==> src/rtl/core/text_terminal_engine_macros.svh <==
// Assertion macros for the text terminal engine.
// Used by the top level only; relies on clk and rst_n being in scope.
`ifndef TEXT_TERMINAL_ENGINE_MACROS_SVH
`define TEXT_TERMINAL_ENGINE_MACROS_SVH

// Same-cycle implication, disabled while in reset
`define TTE_ASSERT_IMPL(label, ante, cons, msg) \
    label: assert property (@(posedge clk) disable iff (!rst_n) (ante) |-> (cons)) \
        else $error(msg);

// Next-cycle implication, disabled while in reset
`define TTE_ASSERT_NEXT(label, ante, cons, msg) \
    label: assert property (@(posedge clk) disable iff (!rst_n) (ante) |=> (cons)) \
        else $error(msg);

`endif

==> src/rtl/core/tte_pkg.sv <==
// Shared types, constants and helpers for the text terminal engine.
// No dependencies; used by tte_seq and text_terminal_engine.
package tte_pkg;

    // Screen geometry
    localparam int COLUMNS = 80;
    localparam int ROWS    = 25;
    localparam int CELLS   = ROWS * COLUMNS;

    // Field and storage widths
    localparam int ROW_W   = 5;
    localparam int COL_W   = 7;
    localparam int CUR_W   = 11;
    localparam int CELL_W  = 16;
    localparam int ATTR_W  = 8;
    localparam int CHAR_W  = 8;
    localparam int FUNC_W  = 2;
    localparam int ADDR_W  = $clog2(CELLS);
    localparam int FILL_IW = $clog2(ROWS);
    localparam int LIN_W   = ROW_W + COL_W + 1;

    // Item function codes
    localparam logic [FUNC_W-1:0] FUNC_PUT  = 2'd0;
    localparam logic [FUNC_W-1:0] FUNC_BKSP = 2'd1;
    localparam logic [FUNC_W-1:0] FUNC_READ = 2'd2;

    // Character codes
    localparam logic [CHAR_W-1:0] CH_NEWLINE = 8'd10;
    localparam logic [CHAR_W-1:0] CH_RETURN  = 8'd13;
    localparam logic [CHAR_W-1:0] CH_SPACE   = 8'h20;
    localparam logic [CHAR_W-1:0] CH_NUL     = 8'h00;

    // Cell value after reset: grey space
    localparam logic [CELL_W-1:0] BLANK_CELL = 16'h0720;
    localparam logic [ATTR_W-1:0] ATTR_RESET = 8'h07;

    typedef struct packed {
        logic [FUNC_W-1:0] func;
        logic [CHAR_W-1:0] char_code;
        logic [ROW_W-1:0]  read_row;
        logic [COL_W-1:0]  read_col;
    } cmd_item_t;

    typedef struct packed {
        logic [ROW_W-1:0]  cur_row_out;
        logic [COL_W-1:0]  cur_col_out;
        logic [CUR_W-1:0]  cursor_pos;
        logic [CELL_W-1:0] cell_data;
    } rsp_item_t;

    // Screen store port requests from the sequencer
    typedef struct packed {
        logic              we;
        logic [ADDR_W-1:0] waddr;
        logic [CELL_W-1:0] wdata;
        logic [ADDR_W-1:0] raddr;
    } ram_req_t;

    // Linear position row*COLUMNS+col; col may equal COLUMNS
    function automatic logic [LIN_W-1:0] lin_pos(input logic [ROW_W-1:0] r,
                                                 input logic [COL_W:0]   c);
        lin_pos = LIN_W'(r) * LIN_W'(COLUMNS) + LIN_W'(c);
    endfunction

endpackage

==> src/rtl/core/tte_seq.sv <==
// Sequencer for the text terminal engine: cursor state, row fill lengths,
// attribute register, clear/scroll passes and screen store requests. Uses tte_pkg.
module tte_seq (
    input  logic                               clk,
    input  logic                               rst_n,
    input  logic                               start,
    output logic                               busy,
    input  tte_pkg::cmd_item_t                 cmd,
    output logic                               done,
    output tte_pkg::rsp_item_t                 rsp,
    input  logic                               cfg_we,
    input  logic [tte_pkg::ATTR_W-1:0]         cfg_wdata,
    output tte_pkg::ram_req_t                  ram_req,
    input  logic [tte_pkg::CELL_W-1:0]         ram_rdata
);

    typedef enum logic [2:0] {
        S_CLEAR,
        S_IDLE,
        S_READ,
        S_SCROLL,
        S_BLANK
    } state_t;

    localparam int AW = tte_pkg::ADDR_W;
    localparam int RW = tte_pkg::ROW_W;
    localparam int CW = tte_pkg::COL_W;
    localparam int UW = tte_pkg::CUR_W;
    localparam int LW = tte_pkg::LIN_W;
    localparam int FW = tte_pkg::FILL_IW;
    localparam int NR = tte_pkg::ROWS;

    localparam logic [AW-1:0] LAST_CELL  = AW'(tte_pkg::CELLS - 1);
    localparam logic [AW-1:0] COPY_END   = AW'(tte_pkg::CELLS - tte_pkg::COLUMNS);
    localparam logic [AW-1:0] ROW_STRIDE = AW'(tte_pkg::COLUMNS);
    localparam logic [RW-1:0] LAST_ROW   = RW'(tte_pkg::ROWS - 1);
    localparam logic [CW-1:0] LAST_COL   = CW'(tte_pkg::COLUMNS - 1);

    state_t                    state_reg, state_next;
    logic [RW-1:0]             row_reg, row_next;
    logic [CW-1:0]             col_reg, col_next;
    logic [UW-1:0]             cursor_reg, cursor_next;
    logic [CW-1:0]             fill_reg [NR];
    logic [CW-1:0]             fill_next [NR];
    logic [tte_pkg::ATTR_W-1:0] attr_reg, attr_next;
    logic [AW-1:0]             cnt_reg, cnt_next;
    logic                      done_reg, done_next;
    tte_pkg::rsp_item_t        rsp_reg, rsp_next;

    // Position candidates
    logic [LW-1:0] put_lin, put_cur_lin, nl_lin, scroll_lin, bs_lin, rd_lin;
    logic [RW-1:0] bs_row;
    logic [CW-1:0] bs_col, bs_fill;
    logic [RW-1:0] prev_row;
    logic          rd_ok;

    assign prev_row    = row_reg - RW'(1);
    assign bs_fill     = fill_reg[prev_row[FW-1:0]];
    assign put_lin     = tte_pkg::lin_pos(row_reg, {1'b0, col_reg});
    assign put_cur_lin = tte_pkg::lin_pos(row_reg, {1'b0, col_reg} + (CW+1)'(1));
    assign nl_lin      = tte_pkg::lin_pos(row_reg + RW'(1), '0);
    assign scroll_lin  = tte_pkg::lin_pos(LAST_ROW, '0);
    assign rd_lin      = tte_pkg::lin_pos(cmd.read_row, {1'b0, cmd.read_col});
    assign rd_ok       = ({1'b0, cmd.read_row} < (RW+1)'(tte_pkg::ROWS))
                      && ({1'b0, cmd.read_col} < (CW+1)'(tte_pkg::COLUMNS));

    // Backspace target: step back, or return to the previous row's fill length
    always_comb
    begin
        if (col_reg == '0)
        begin
            bs_row = prev_row;
            bs_col = (bs_fill > LAST_COL) ? LAST_COL : bs_fill;
        end
        else
        begin
            bs_row = row_reg;
            bs_col = col_reg - CW'(1);
        end
    end
    assign bs_lin = tte_pkg::lin_pos(bs_row, {1'b0, bs_col});

    assign busy = (state_reg != S_IDLE);
    assign done = done_reg;
    assign rsp  = rsp_reg;

    // Next state, store requests and result
    always_comb
    begin
        logic do_scroll;
        logic emit;

        do_scroll   = 1'b0;
        emit        = 1'b0;
        state_next  = state_reg;
        row_next    = row_reg;
        col_next    = col_reg;
        cursor_next = cursor_reg;
        fill_next   = fill_reg;
        cnt_next    = cnt_reg;
        attr_next   = cfg_we ? cfg_wdata : attr_reg;
        done_next   = 1'b0;
        rsp_next    = rsp_reg;

        ram_req.we    = 1'b0;
        ram_req.waddr = put_lin[AW-1:0];
        ram_req.wdata = {attr_reg, cmd.char_code};
        ram_req.raddr = rd_lin[AW-1:0];

        case (state_reg)
            // Fill the store with blank cells after reset
            S_CLEAR:
            begin
                ram_req.we    = 1'b1;
                ram_req.waddr = cnt_reg;
                ram_req.wdata = tte_pkg::BLANK_CELL;
                if (cnt_reg == LAST_CELL)
                begin
                    state_next = S_IDLE;
                end
                else
                begin
                    cnt_next = cnt_reg + AW'(1);
                end
            end

            S_IDLE:
            begin
                if (start)
                begin
                    case (cmd.func)
                        tte_pkg::FUNC_PUT:
                        begin
                            fill_next[row_reg[FW-1:0]] = col_reg;
                            if (cmd.char_code == tte_pkg::CH_NEWLINE)
                            begin
                                if (row_reg == LAST_ROW)
                                begin
                                    do_scroll = 1'b1;
                                end
                                else
                                begin
                                    row_next    = row_reg + RW'(1);
                                    col_next    = '0;
                                    cursor_next = nl_lin[UW-1:0];
                                    emit        = 1'b1;
                                end
                            end
                            else if (cmd.char_code == tte_pkg::CH_RETURN)
                            begin
                                col_next = '0;
                                emit     = 1'b1;
                            end
                            else
                            begin
                                ram_req.we  = 1'b1;
                                cursor_next = put_cur_lin[UW-1:0];
                                if (col_reg == LAST_COL)
                                begin
                                    col_next = '0;
                                    if (row_reg == LAST_ROW)
                                    begin
                                        do_scroll = 1'b1;
                                    end
                                    else
                                    begin
                                        row_next = row_reg + RW'(1);
                                        emit     = 1'b1;
                                    end
                                end
                                else
                                begin
                                    col_next = col_reg + CW'(1);
                                    emit     = 1'b1;
                                end
                            end
                        end

                        tte_pkg::FUNC_BKSP:
                        begin
                            emit = 1'b1;
                            if (!(col_reg == '0 && row_reg == '0))
                            begin
                                row_next      = bs_row;
                                col_next      = bs_col;
                                cursor_next   = bs_lin[UW-1:0];
                                ram_req.we    = 1'b1;
                                ram_req.waddr = bs_lin[AW-1:0];
                                ram_req.wdata = {attr_reg, tte_pkg::CH_NUL};
                            end
                        end

                        tte_pkg::FUNC_READ:
                        begin
                            if (rd_ok)
                            begin
                                state_next = S_READ;
                            end
                            else
                            begin
                                emit = 1'b1;
                            end
                        end

                        default:
                        begin
                            emit = 1'b1;
                        end
                    endcase

                    // Enter the scroll pass: shift fill lengths, park at bottom row
                    if (do_scroll)
                    begin
                        for (int i = 0; i < NR - 1; i++)
                        begin
                            fill_next[i] = fill_next[i+1];
                        end
                        fill_next[NR-1] = '0;
                        row_next        = LAST_ROW;
                        col_next        = '0;
                        cursor_next     = scroll_lin[UW-1:0];
                        cnt_next        = '0;
                        state_next      = S_SCROLL;
                    end

                    if (emit)
                    begin
                        done_next            = 1'b1;
                        rsp_next.cur_row_out = row_next;
                        rsp_next.cur_col_out = col_next;
                        rsp_next.cursor_pos  = cursor_next;
                        rsp_next.cell_data   = '0;
                    end
                end
            end

            // Return the registered store word
            S_READ:
            begin
                state_next           = S_IDLE;
                done_next            = 1'b1;
                rsp_next.cur_row_out = row_reg;
                rsp_next.cur_col_out = col_reg;
                rsp_next.cursor_pos  = cursor_reg;
                rsp_next.cell_data   = ram_rdata;
            end

            // Copy each cell up one row: read one row ahead, write the word in the following cycle
            S_SCROLL:
            begin
                ram_req.raddr = cnt_reg + ROW_STRIDE;
                ram_req.waddr = cnt_reg - AW'(1);
                ram_req.wdata = ram_rdata;
                ram_req.we    = (cnt_reg != '0);
                if (cnt_reg == COPY_END)
                begin
                    state_next = S_BLANK;
                end
                else
                begin
                    cnt_next = cnt_reg + AW'(1);
                end
            end

            // Blank the bottom row in the current attribute
            S_BLANK:
            begin
                ram_req.we    = 1'b1;
                ram_req.waddr = cnt_reg;
                ram_req.wdata = {attr_reg, tte_pkg::CH_SPACE};
                if (cnt_reg == LAST_CELL)
                begin
                    state_next           = S_IDLE;
                    done_next            = 1'b1;
                    rsp_next.cur_row_out = row_reg;
                    rsp_next.cur_col_out = col_reg;
                    rsp_next.cursor_pos  = cursor_reg;
                    rsp_next.cell_data   = '0;
                end
                else
                begin
                    cnt_next = cnt_reg + AW'(1);
                end
            end

            default:
            begin
                state_next = S_IDLE;
            end
        endcase
    end

    // Hold state and registered outputs
    always_ff @(posedge clk or negedge rst_n)
    begin
        if (!rst_n)
        begin
            state_reg  <= S_CLEAR;
            row_reg    <= '0;
            col_reg    <= '0;
            cursor_reg <= '0;
            for (int i = 0; i < NR; i++)
            begin
                fill_reg[i] <= '0;
            end
            attr_reg   <= tte_pkg::ATTR_RESET;
            cnt_reg    <= '0;
            done_reg   <= 1'b0;
            rsp_reg    <= '0;
        end
        else
        begin
            state_reg  <= state_next;
            row_reg    <= row_next;
            col_reg    <= col_next;
            cursor_reg <= cursor_next;
            fill_reg   <= fill_next;
            attr_reg   <= attr_next;
            cnt_reg    <= cnt_next;
            done_reg   <= done_next;
            rsp_reg    <= rsp_next;
        end
    end

endmodule

==> config.mk <==
export PLATFORM = sky130hd
export DESIGN_NAME = tte_seq
export DESIGN_NICKNAME = d
export VERILOG_FILES = /design/src/rtl/core/text_terminal_engine_macros.svh /design/src/rtl/core/tte_pkg.sv /design/src/rtl/core/tte_seq.sv
export SDC_FILE = /design/constraint.sdc
export NUM_CORES = 1
export LEC_CHECK = 0
export ABC_AREA = 1
export BUFFER_PORTS_ARGS = -buffer_cell sky130_fd_sc_hd__buf_2
export CAP_MARGIN = 15
export CORE_UTILIZATION = 50
export DETAILED_ROUTE_END_ITERATION = 10
export PLACE_DENSITY = 0.72
export SYNTH_ARGS = -nofsm -noshare
export SYNTH_HDL_FRONTEND = slang
export SYNTH_SLANG_ARGS = --single-unit
==> constraint.sdc <==
create_clock -name clk -period 6.8 [get_ports clk]
set_clock_uncertainty 0.1 [all_clocks]
set_input_delay 1.36 -clock clk [delete_from_list [all_inputs] [get_ports clk]]
set_output_delay 1.36 -clock clk [all_outputs]
set_load 0.02 [all_outputs]
==> flow_summary_export.csv, run 1 <==
group,metric,value,unit
logic_synthesis,synth_top_family_by_area,"simple AND/OR/NAND/NOR gates",
power_and_ir_drop,power_density,508,nW/um2
logic_synthesis,synthAdderAreaFrac,3.64,%
cts,cts_hold_buf,0,
global_route,grt_pass1_vias,18597,
logic_synthesis,synth_compound_area_share,21.8,%
power_and_ir_drop,p_int,5.07,mW
cells_and_area,drive_gt1_share,8.42,%
timing,relSlewSlack,26.1,%
logic_synthesis,ys_warn_count,0,
global_route,grt_max_degree,287,
route,ant_nets,0,
power_and_ir_drop,switching_share,52.0,%
route,first_pass_iters,5,
placed_design,dp_hpwl,41400,um
job,drv_cap,0,
timing,period_needed,6410,ps
power_and_ir_drop,power.total,10.6,mW
logic_synthesis,syn_area,18900,um2
logic_synthesis,synth_area_leaders,"dfrtp_1, nand2_1, o21ai_0, nand3_1, inv_1",
logic_synthesis,synth_commonest_cells,"nand2_1, o21ai_0, inv_1",
global_route,gr-total-overflow,0,
worst_setup_path,cp-end-kind,"primary output",
worst_setup_path,cp.required,5340,ps
worst_setup_path,critPathMaxFanout,16,
floorplan,dieWidth,197,um
timing,fin_crit_sh,94.3,%
route,totalWireLength,62400,um
floorplan,dieArea,38700,um2
placed_design,io_buffers,129,
global_route,grt_antenna_before_repair,0,
global_route,grt_first_pass_wirelength,100000,um
logic_synthesis,syn_inst,2905,
global_route,met2_usage,51.2,%
logic_synthesis,synth-main-ff-cell,"dfrtp_1",
cts,clockBufferDepth,3,
floorplan,die_y,197,um
power_and_ir_drop,p_switching,5.50,mW
cts,clk_pin_slew,60,ps
cells_and_area,fin_area,20800,um2
cells_and_area,largest_register_ff_count,175,
worst_setup_path,timing.critical_path.mode_cell,"nand2_1",
route,drt_iter0_markers,2199,
timing,setup_violations,0,
floorplan,row_count,70,
worst_setup_path,path_delay_family,"simple AND/OR/NAND/NOR gates",
timing,rsz0062_at_grt,"no",
route,post_drt_via_cell_ratio,5.83,
worst_setup_path,crit_buf_inv,5,
cts,cts_buffers,31,
cts,clkLatencyLatePin,590,ps
cells_and_area,n_fill_cell,3724,
placed_design,placed_area,19800,um2
worst_setup_path,max_stage_delay,410,ps
logic_synthesis,synth_xor_area_share,1.53,%
timing,slew_violations,0,
route,vias,20048,
logic_synthesis,synth_top_area_share,33.9,%
logic_synthesis,muxShareOfSynthArea,0.224,%
logic_synthesis,syn_area_per_cell,6.52,um2
cells_and_area,n_antenna_cell,0,
worst_setup_path,crit_path_start_kind,"flip-flop",
power_and_ir_drop,vdd_ir_drop_max,470,uV
power_and_ir_drop,comb_power_share,61.0,%
logic_synthesis,ys_seq_area_share,34.4,%
timing,fmax,156,MHz
logic_synthesis,synthSimpleGateAreaFrac,27.7,%
hold_path,hp-class,"reg -> reg",
logic_synthesis,synth.largest_area_cell,"dfrtp_1",
route,wl_per_cell,18.1,um
power_and_ir_drop,seqPwrFrac,22.7,%
placed_design,gp_congestion,0.978,
floorplan,core,37000,um2
logic_synthesis,ys_ff_latch,260,
logic_synthesis,syn_nets,3006,
cts,cts_sinks,260,
cts,cts_root_buf,"clkbuf_16",
floorplan,io_pins,130,
worst_setup_path,worstSetupPathType,"reg -> out",
power_and_ir_drop,p_leak,10.9,nW
timing,final_hold_viol_count,0,
timing,worstMarginPinSlew,1110,ps
cells_and_area,area_delta_synth_final,9.94,%
timing,tns,0,ps
route,drc,0,
cells_and_area,nNetsFinal,3013,
status,status,"finished, final reports clean",
global_route,top_usage_layer,"met2",
floorplan,start_util,51.3,%
global_route,grt_usage,32.1,%
power_and_ir_drop,clockPowerShare,16.3,%
cts,htreeDepth,1,
cells_and_area,final_util,56.4,%
global_route,grt_util_met1,44.4,%
worst_setup_path,cp_data_arrival_time,4950,ps
logic_synthesis,post-synth-top-count-cell,"nand2_1",
logic_synthesis,synthArstFlopShare,100,%
logic_synthesis,yosysUniqueCellTypes,53,
logic_synthesis,synth-edff-count,0,
global_route,gr-usage-met3,3.71,%
cts,cts_tree,"built",
worst_setup_path,crit_slowest_cell,"inv_1",
==> metal layers <==
metal	wire length, um	share of wire (%)	vias up
li1	-	-	9571
met1	26900	43	9427
met2	28300	45	867
met3	4510	7.2	183
met4	2690	4.3	0
met5	0	0	-
==> power by group through the flow <==
stage,sequential (mW),clock (mW),combinational (mW)
detailed placement,2.42,0,6.28
floorplan,2.50,0,4.25
global route,2.46,1.80,7.10
global placement,2.41,0,6.19
CTS,2.40,1.74,6.33
finish,2.40,1.72,6.45
==> what timing repair did <==
item,4_1_cts,5_1_grt
setup endpoints to repair,0,1
gates resized for setup,0,1
buffers inserted,0,0
endpoints found under the hold margin,0,0
==> worst min-delay path: stages (launching register included) <==
cell and delay [ps]:
dfrtp_1 340, nand2_1 50, nand2_1 50
==> layout make-up <==
class	instances	area (um2)	share of cell area [%]
well taps	504	631	3.03
flip-flops and latches	260	6510	31.3
clock inverters	8	100	0.480
clock buffers	47	936	4.49
multi-input cells	2120	10400	50.1
inverters	335	1260	6.05
repair buffers	164	956	4.59
==> cells in the final DEF, fill, tap and decap left out, types with 4 or more instances in the layout <==
cell type	n
nand3_1	301
o21ai_0	522
nor2_1	98
clkbuf_1	6
o21a_1	4
inv_2	7
o211ai_1	29
nand2_1	812
o221ai_1	14
nand4_1	8
a31oi_1	4
clkbuf_16	31
xnor2_1	6
o22ai_1	24
nor3_1	14
clkbuf_8	10
fa_1	7
nor2_2	4
inv_1	323
a211oi_1	9
dfrtp_1	256
ha_1	43
xor2_1	27
buf_4	32
clkinv_2	4
a22oi_1	7
buf_2	128
a21oi_1	142
==> final timing paths <==
path                                              to  slack, ps  cells after the start                    from
min                              rsp[28]$_DFFE_PN0P_        380                      2     rsp[28]$_DFFE_PN0P_
min in group asynchronous   fill_reg[63]$_DFFE_PN0P_        720                      1                   rst_n
max                                      ram_req[37]        390                     26  row_reg[1]$_DFFE_PN0P_
min reg2reg                      rsp[28]$_DFFE_PN0P_        380                      2     rsp[28]$_DFFE_PN0P_
max reg2reg                      rsp[26]$_DFFE_PN0P_       2170                     27  row_reg[1]$_DFFE_PN0P_
max in group asynchronous  cursor_reg[9]$_DFFE_PN0P_       4500                      2                   rst_n
==> per-stage QoR <==
stage          hold WS [ps]  setup WS [ps]  instances
2_1_floorplan           353           1030       2905
3_3_place_gp            361           1110       3383
3_5_place_dp            364            984       3383
4_1_cts                 381            345       3438
5_1_grt                 395           27.2       3438
6_report                377            386       3438
==> cells by family (layout without fill, tap and decap cells) <==
kind of cell / after synthesis / in the layout
flip-flops: 260 / 260
XOR/XNOR: 33 / 33
AND/OR/NAND/NOR: 1259 / 1259
adder cells (fa/ha/maj): 51 / 51
AO/OA/AOI/OAI: 773 / 773
multiplexers: 4 / 4
buffers and inverters: 525 / 554
(Power assumes the default switching activity.)
==> inputs of run 2 (changes only) <==
--- a/config.mk
+++ b/config.mk
@@ -6,11 +6,11 @@
 export NUM_CORES = 1
 export LEC_CHECK = 0
 export ABC_AREA = 1
-export BUFFER_PORTS_ARGS = -buffer_cell sky130_fd_sc_hd__buf_2
 export CAP_MARGIN = 15
 export CORE_UTILIZATION = 50
 export DETAILED_ROUTE_END_ITERATION = 10
-export PLACE_DENSITY = 0.72
+export DONT_BUFFER_PORTS = 1
+export PLACE_DENSITY = 0.69
 export SYNTH_ARGS = -nofsm -noshare
 export SYNTH_HDL_FRONTEND = slang
 export SYNTH_SLANG_ARGS = --single-unit
==> flow_summary_export.csv, run 2 (synthesis results as in run 1) <==
group,metric,value,unit
floorplan,dieWidth,197,um
cells_and_area,mostFrequentLayoutCells,"nand2_1, o21ai_0, inv_1, nand3_1, dfrtp_1",
floorplan,die_y,197,um
worst_setup_path,cp_data_arrival_time,4950,ps
cts,cts_buffers,30,
cts,clkLatencyLatePin,580,ps
status,status,"finished, final reports clean",
timing,tns,0,ps
worst_setup_path,worstSetupPathType,"reg -> out",
cts,cts_tree,"built",
placed_design,dp_slack,1040,ps
cells_and_area,final_common_cell,"nand2_1",
worst_setup_path,cp.required,5340,ps
placed_design,gp_congestion,0.962,
hold_path,hp-class,"in -> async",
timing,relSlewSlack,16.9,%
worst_setup_path,cp-end-kind,"primary output",
power_and_ir_drop,clockPowerShare,18.5,%
floorplan,row_count,70,
timing,rsz0062_at_grt,"no",
power_and_ir_drop,p_leak,10.5,nW
timing,final_hold_viol_count,0,
route,post_drt_via_cell_ratio,5.94,
power_and_ir_drop,switching_share,51.0,%
power_and_ir_drop,power_density,519,nW/um2
timing,period_needed,6410,ps
route,totalWireLength,62100,um
timing,setup_violations,0,
placed_design,dp_hpwl,41100,um
floorplan,io_pins,130,
global_route,grt_first_pass_wirelength,99700,um
cts,cts_root_buf,"clkbuf_16",
cts,postCtsSetupRepairBufs,0,
cells_and_area,drive_gt1_share,4.48,%
route,drc,0,
global_route,grt_antenna_before_repair,0,
route,vias,19694,
floorplan,start_util,51.3,%
route,wl_per_cell,18.7,um
global_route,grt_pass1_vias,18414,
cts,cts_sinks,260,
cts,htreeDepth,1,
route,ant_nets,0,
placed_design,io_buffers,0,
cts,cts_hold_buf,0,
cts,clk_pin_slew,60,ps
cells_and_area,area_delta_synth_final,7.30,%
job,drv_cap,0,
power_and_ir_drop,p_int,5.17,mW
cts,clockBufferDepth,3,
floorplan,core,37000,um2
cells_and_area,nNetsFinal,2888,
global_route,gr-total-overflow,0,
power_and_ir_drop,comb_power_share,57.2,%
power_and_ir_drop,seqPwrFrac,24.3,%
route,first_pass_iters,5,
worst_setup_path,crit_path_start_kind,"flip-flop",
timing,fin_crit_sh,94.3,%
timing,worstMarginPinSlew,1250,ps
cts,cts_resized,0,
route,drt_iter0_markers,1856,
power_and_ir_drop,p_switching,5.38,mW
cells_and_area,largest_register_ff_count,175,
cells_and_area,n_antenna_cell,0,
global_route,grt_usage,32.1,%
global_route,grt_max_degree,261,
timing,slew_violations,0,
floorplan,dieArea,38700,um2
timing,fmax,156,MHz
worst_setup_path,critPathMaxFanout,19,
timing,postLayoutSetupSlackWorst,390,ps
power_and_ir_drop,vdd_ir_drop_max,441,uV
## run 2: per-stage QoR
step | hold slack (ps) | cells | util [%] | area [um2] | power, mW
finish | 386 | 3314 | 55.0 | 20300 | 10.5
global route | 363 | 3314 | 55.0 | 20300 | 11.3
CTS | 375 | 3314 | 55.0 | 20300 | 10.5
detailed placement | 377 | 3259 | 51.8 | 19100 | 8.47
global placement | 367 | 3259 | 51.8 | 19100 | 8.36
floorplan | 353 | 2905 | - | 18900 | 6.75
## run 2: final timing paths
| kind | from | end | slack, ps | cells after the start |
|---|---|---|---|---|
| setup / recovery | col_reg[1]$_DFFE_PN0P_ | ram_req[37] | 390 | 18 |
| min in group clk | fill_reg[9]$_DFFE_PN0P_ | fill_reg[9]$_DFFE_PN0P_ | 390 | 2 |
| max in group asynchronous | rst_n | row_reg[0]$_DFFE_PN0P_ | 5800 | 0 |
| hold reg to reg | fill_reg[9]$_DFFE_PN0P_ | fill_reg[9]$_DFFE_PN0P_ | 390 | 2 |
| hold / removal | rst_n | fill_reg[73]$_DFFE_PN0P_ | 390 | 0 |
| setup reg to reg | col_reg[0]$_DFFE_PN0P_ | fill_reg[112]$_DFFE_PN0P_ | 1990 | 13 |
## run 2: power by group through the flow
stage | Combinational (mW) | Clock, mW | Sequential [mW]
finish | 6.03 | 1.95 | 2.56
global route | 6.68 | 2.03 | 2.62
CTS | 5.92 | 1.98 | 2.56
detailed placement | 5.89 | 0 | 2.58
global placement | 5.78 | 0 | 2.58
floorplan | 4.25 | 0 | 2.50
## run 2: critical path: stages (launching register included)
cell and delay, ps:
dfrtp_1 380, inv_1 200, ha_1 230, nand2_1 60
nor2_1 150, nand2_1 110, nor2_2 550, o21ai_0 340
ha_1 350, ha_1 200, inv_1 90, fa_1 460
nor3b_1 400, xor2_1 120, nand2_1 80, nand3_1 120
o221ai_1 190, o211ai_1 160, buf_4 190
## run 2: final cells by class
type | count | area [um2]
fillers | 3700 | 16600
multi-input cells | 2120 | 10400
clock inverters | 17 | 343
clock buffers | 38 | 842
repair buffers | 40 | 313
inverters | 335 | 1260
well taps | 504 | 631
flip-flops and latches | 260 | 6510
## run 2: layer usage
metal  global-route usage, %  up-vias  wire (um)
met3                    3.64      168       4540
met2                    51.7      872      28500
met1                    43.7     9310      26400
met5                       0        -          0
met4                    14.2        0       2640
li1                        -     9344          -
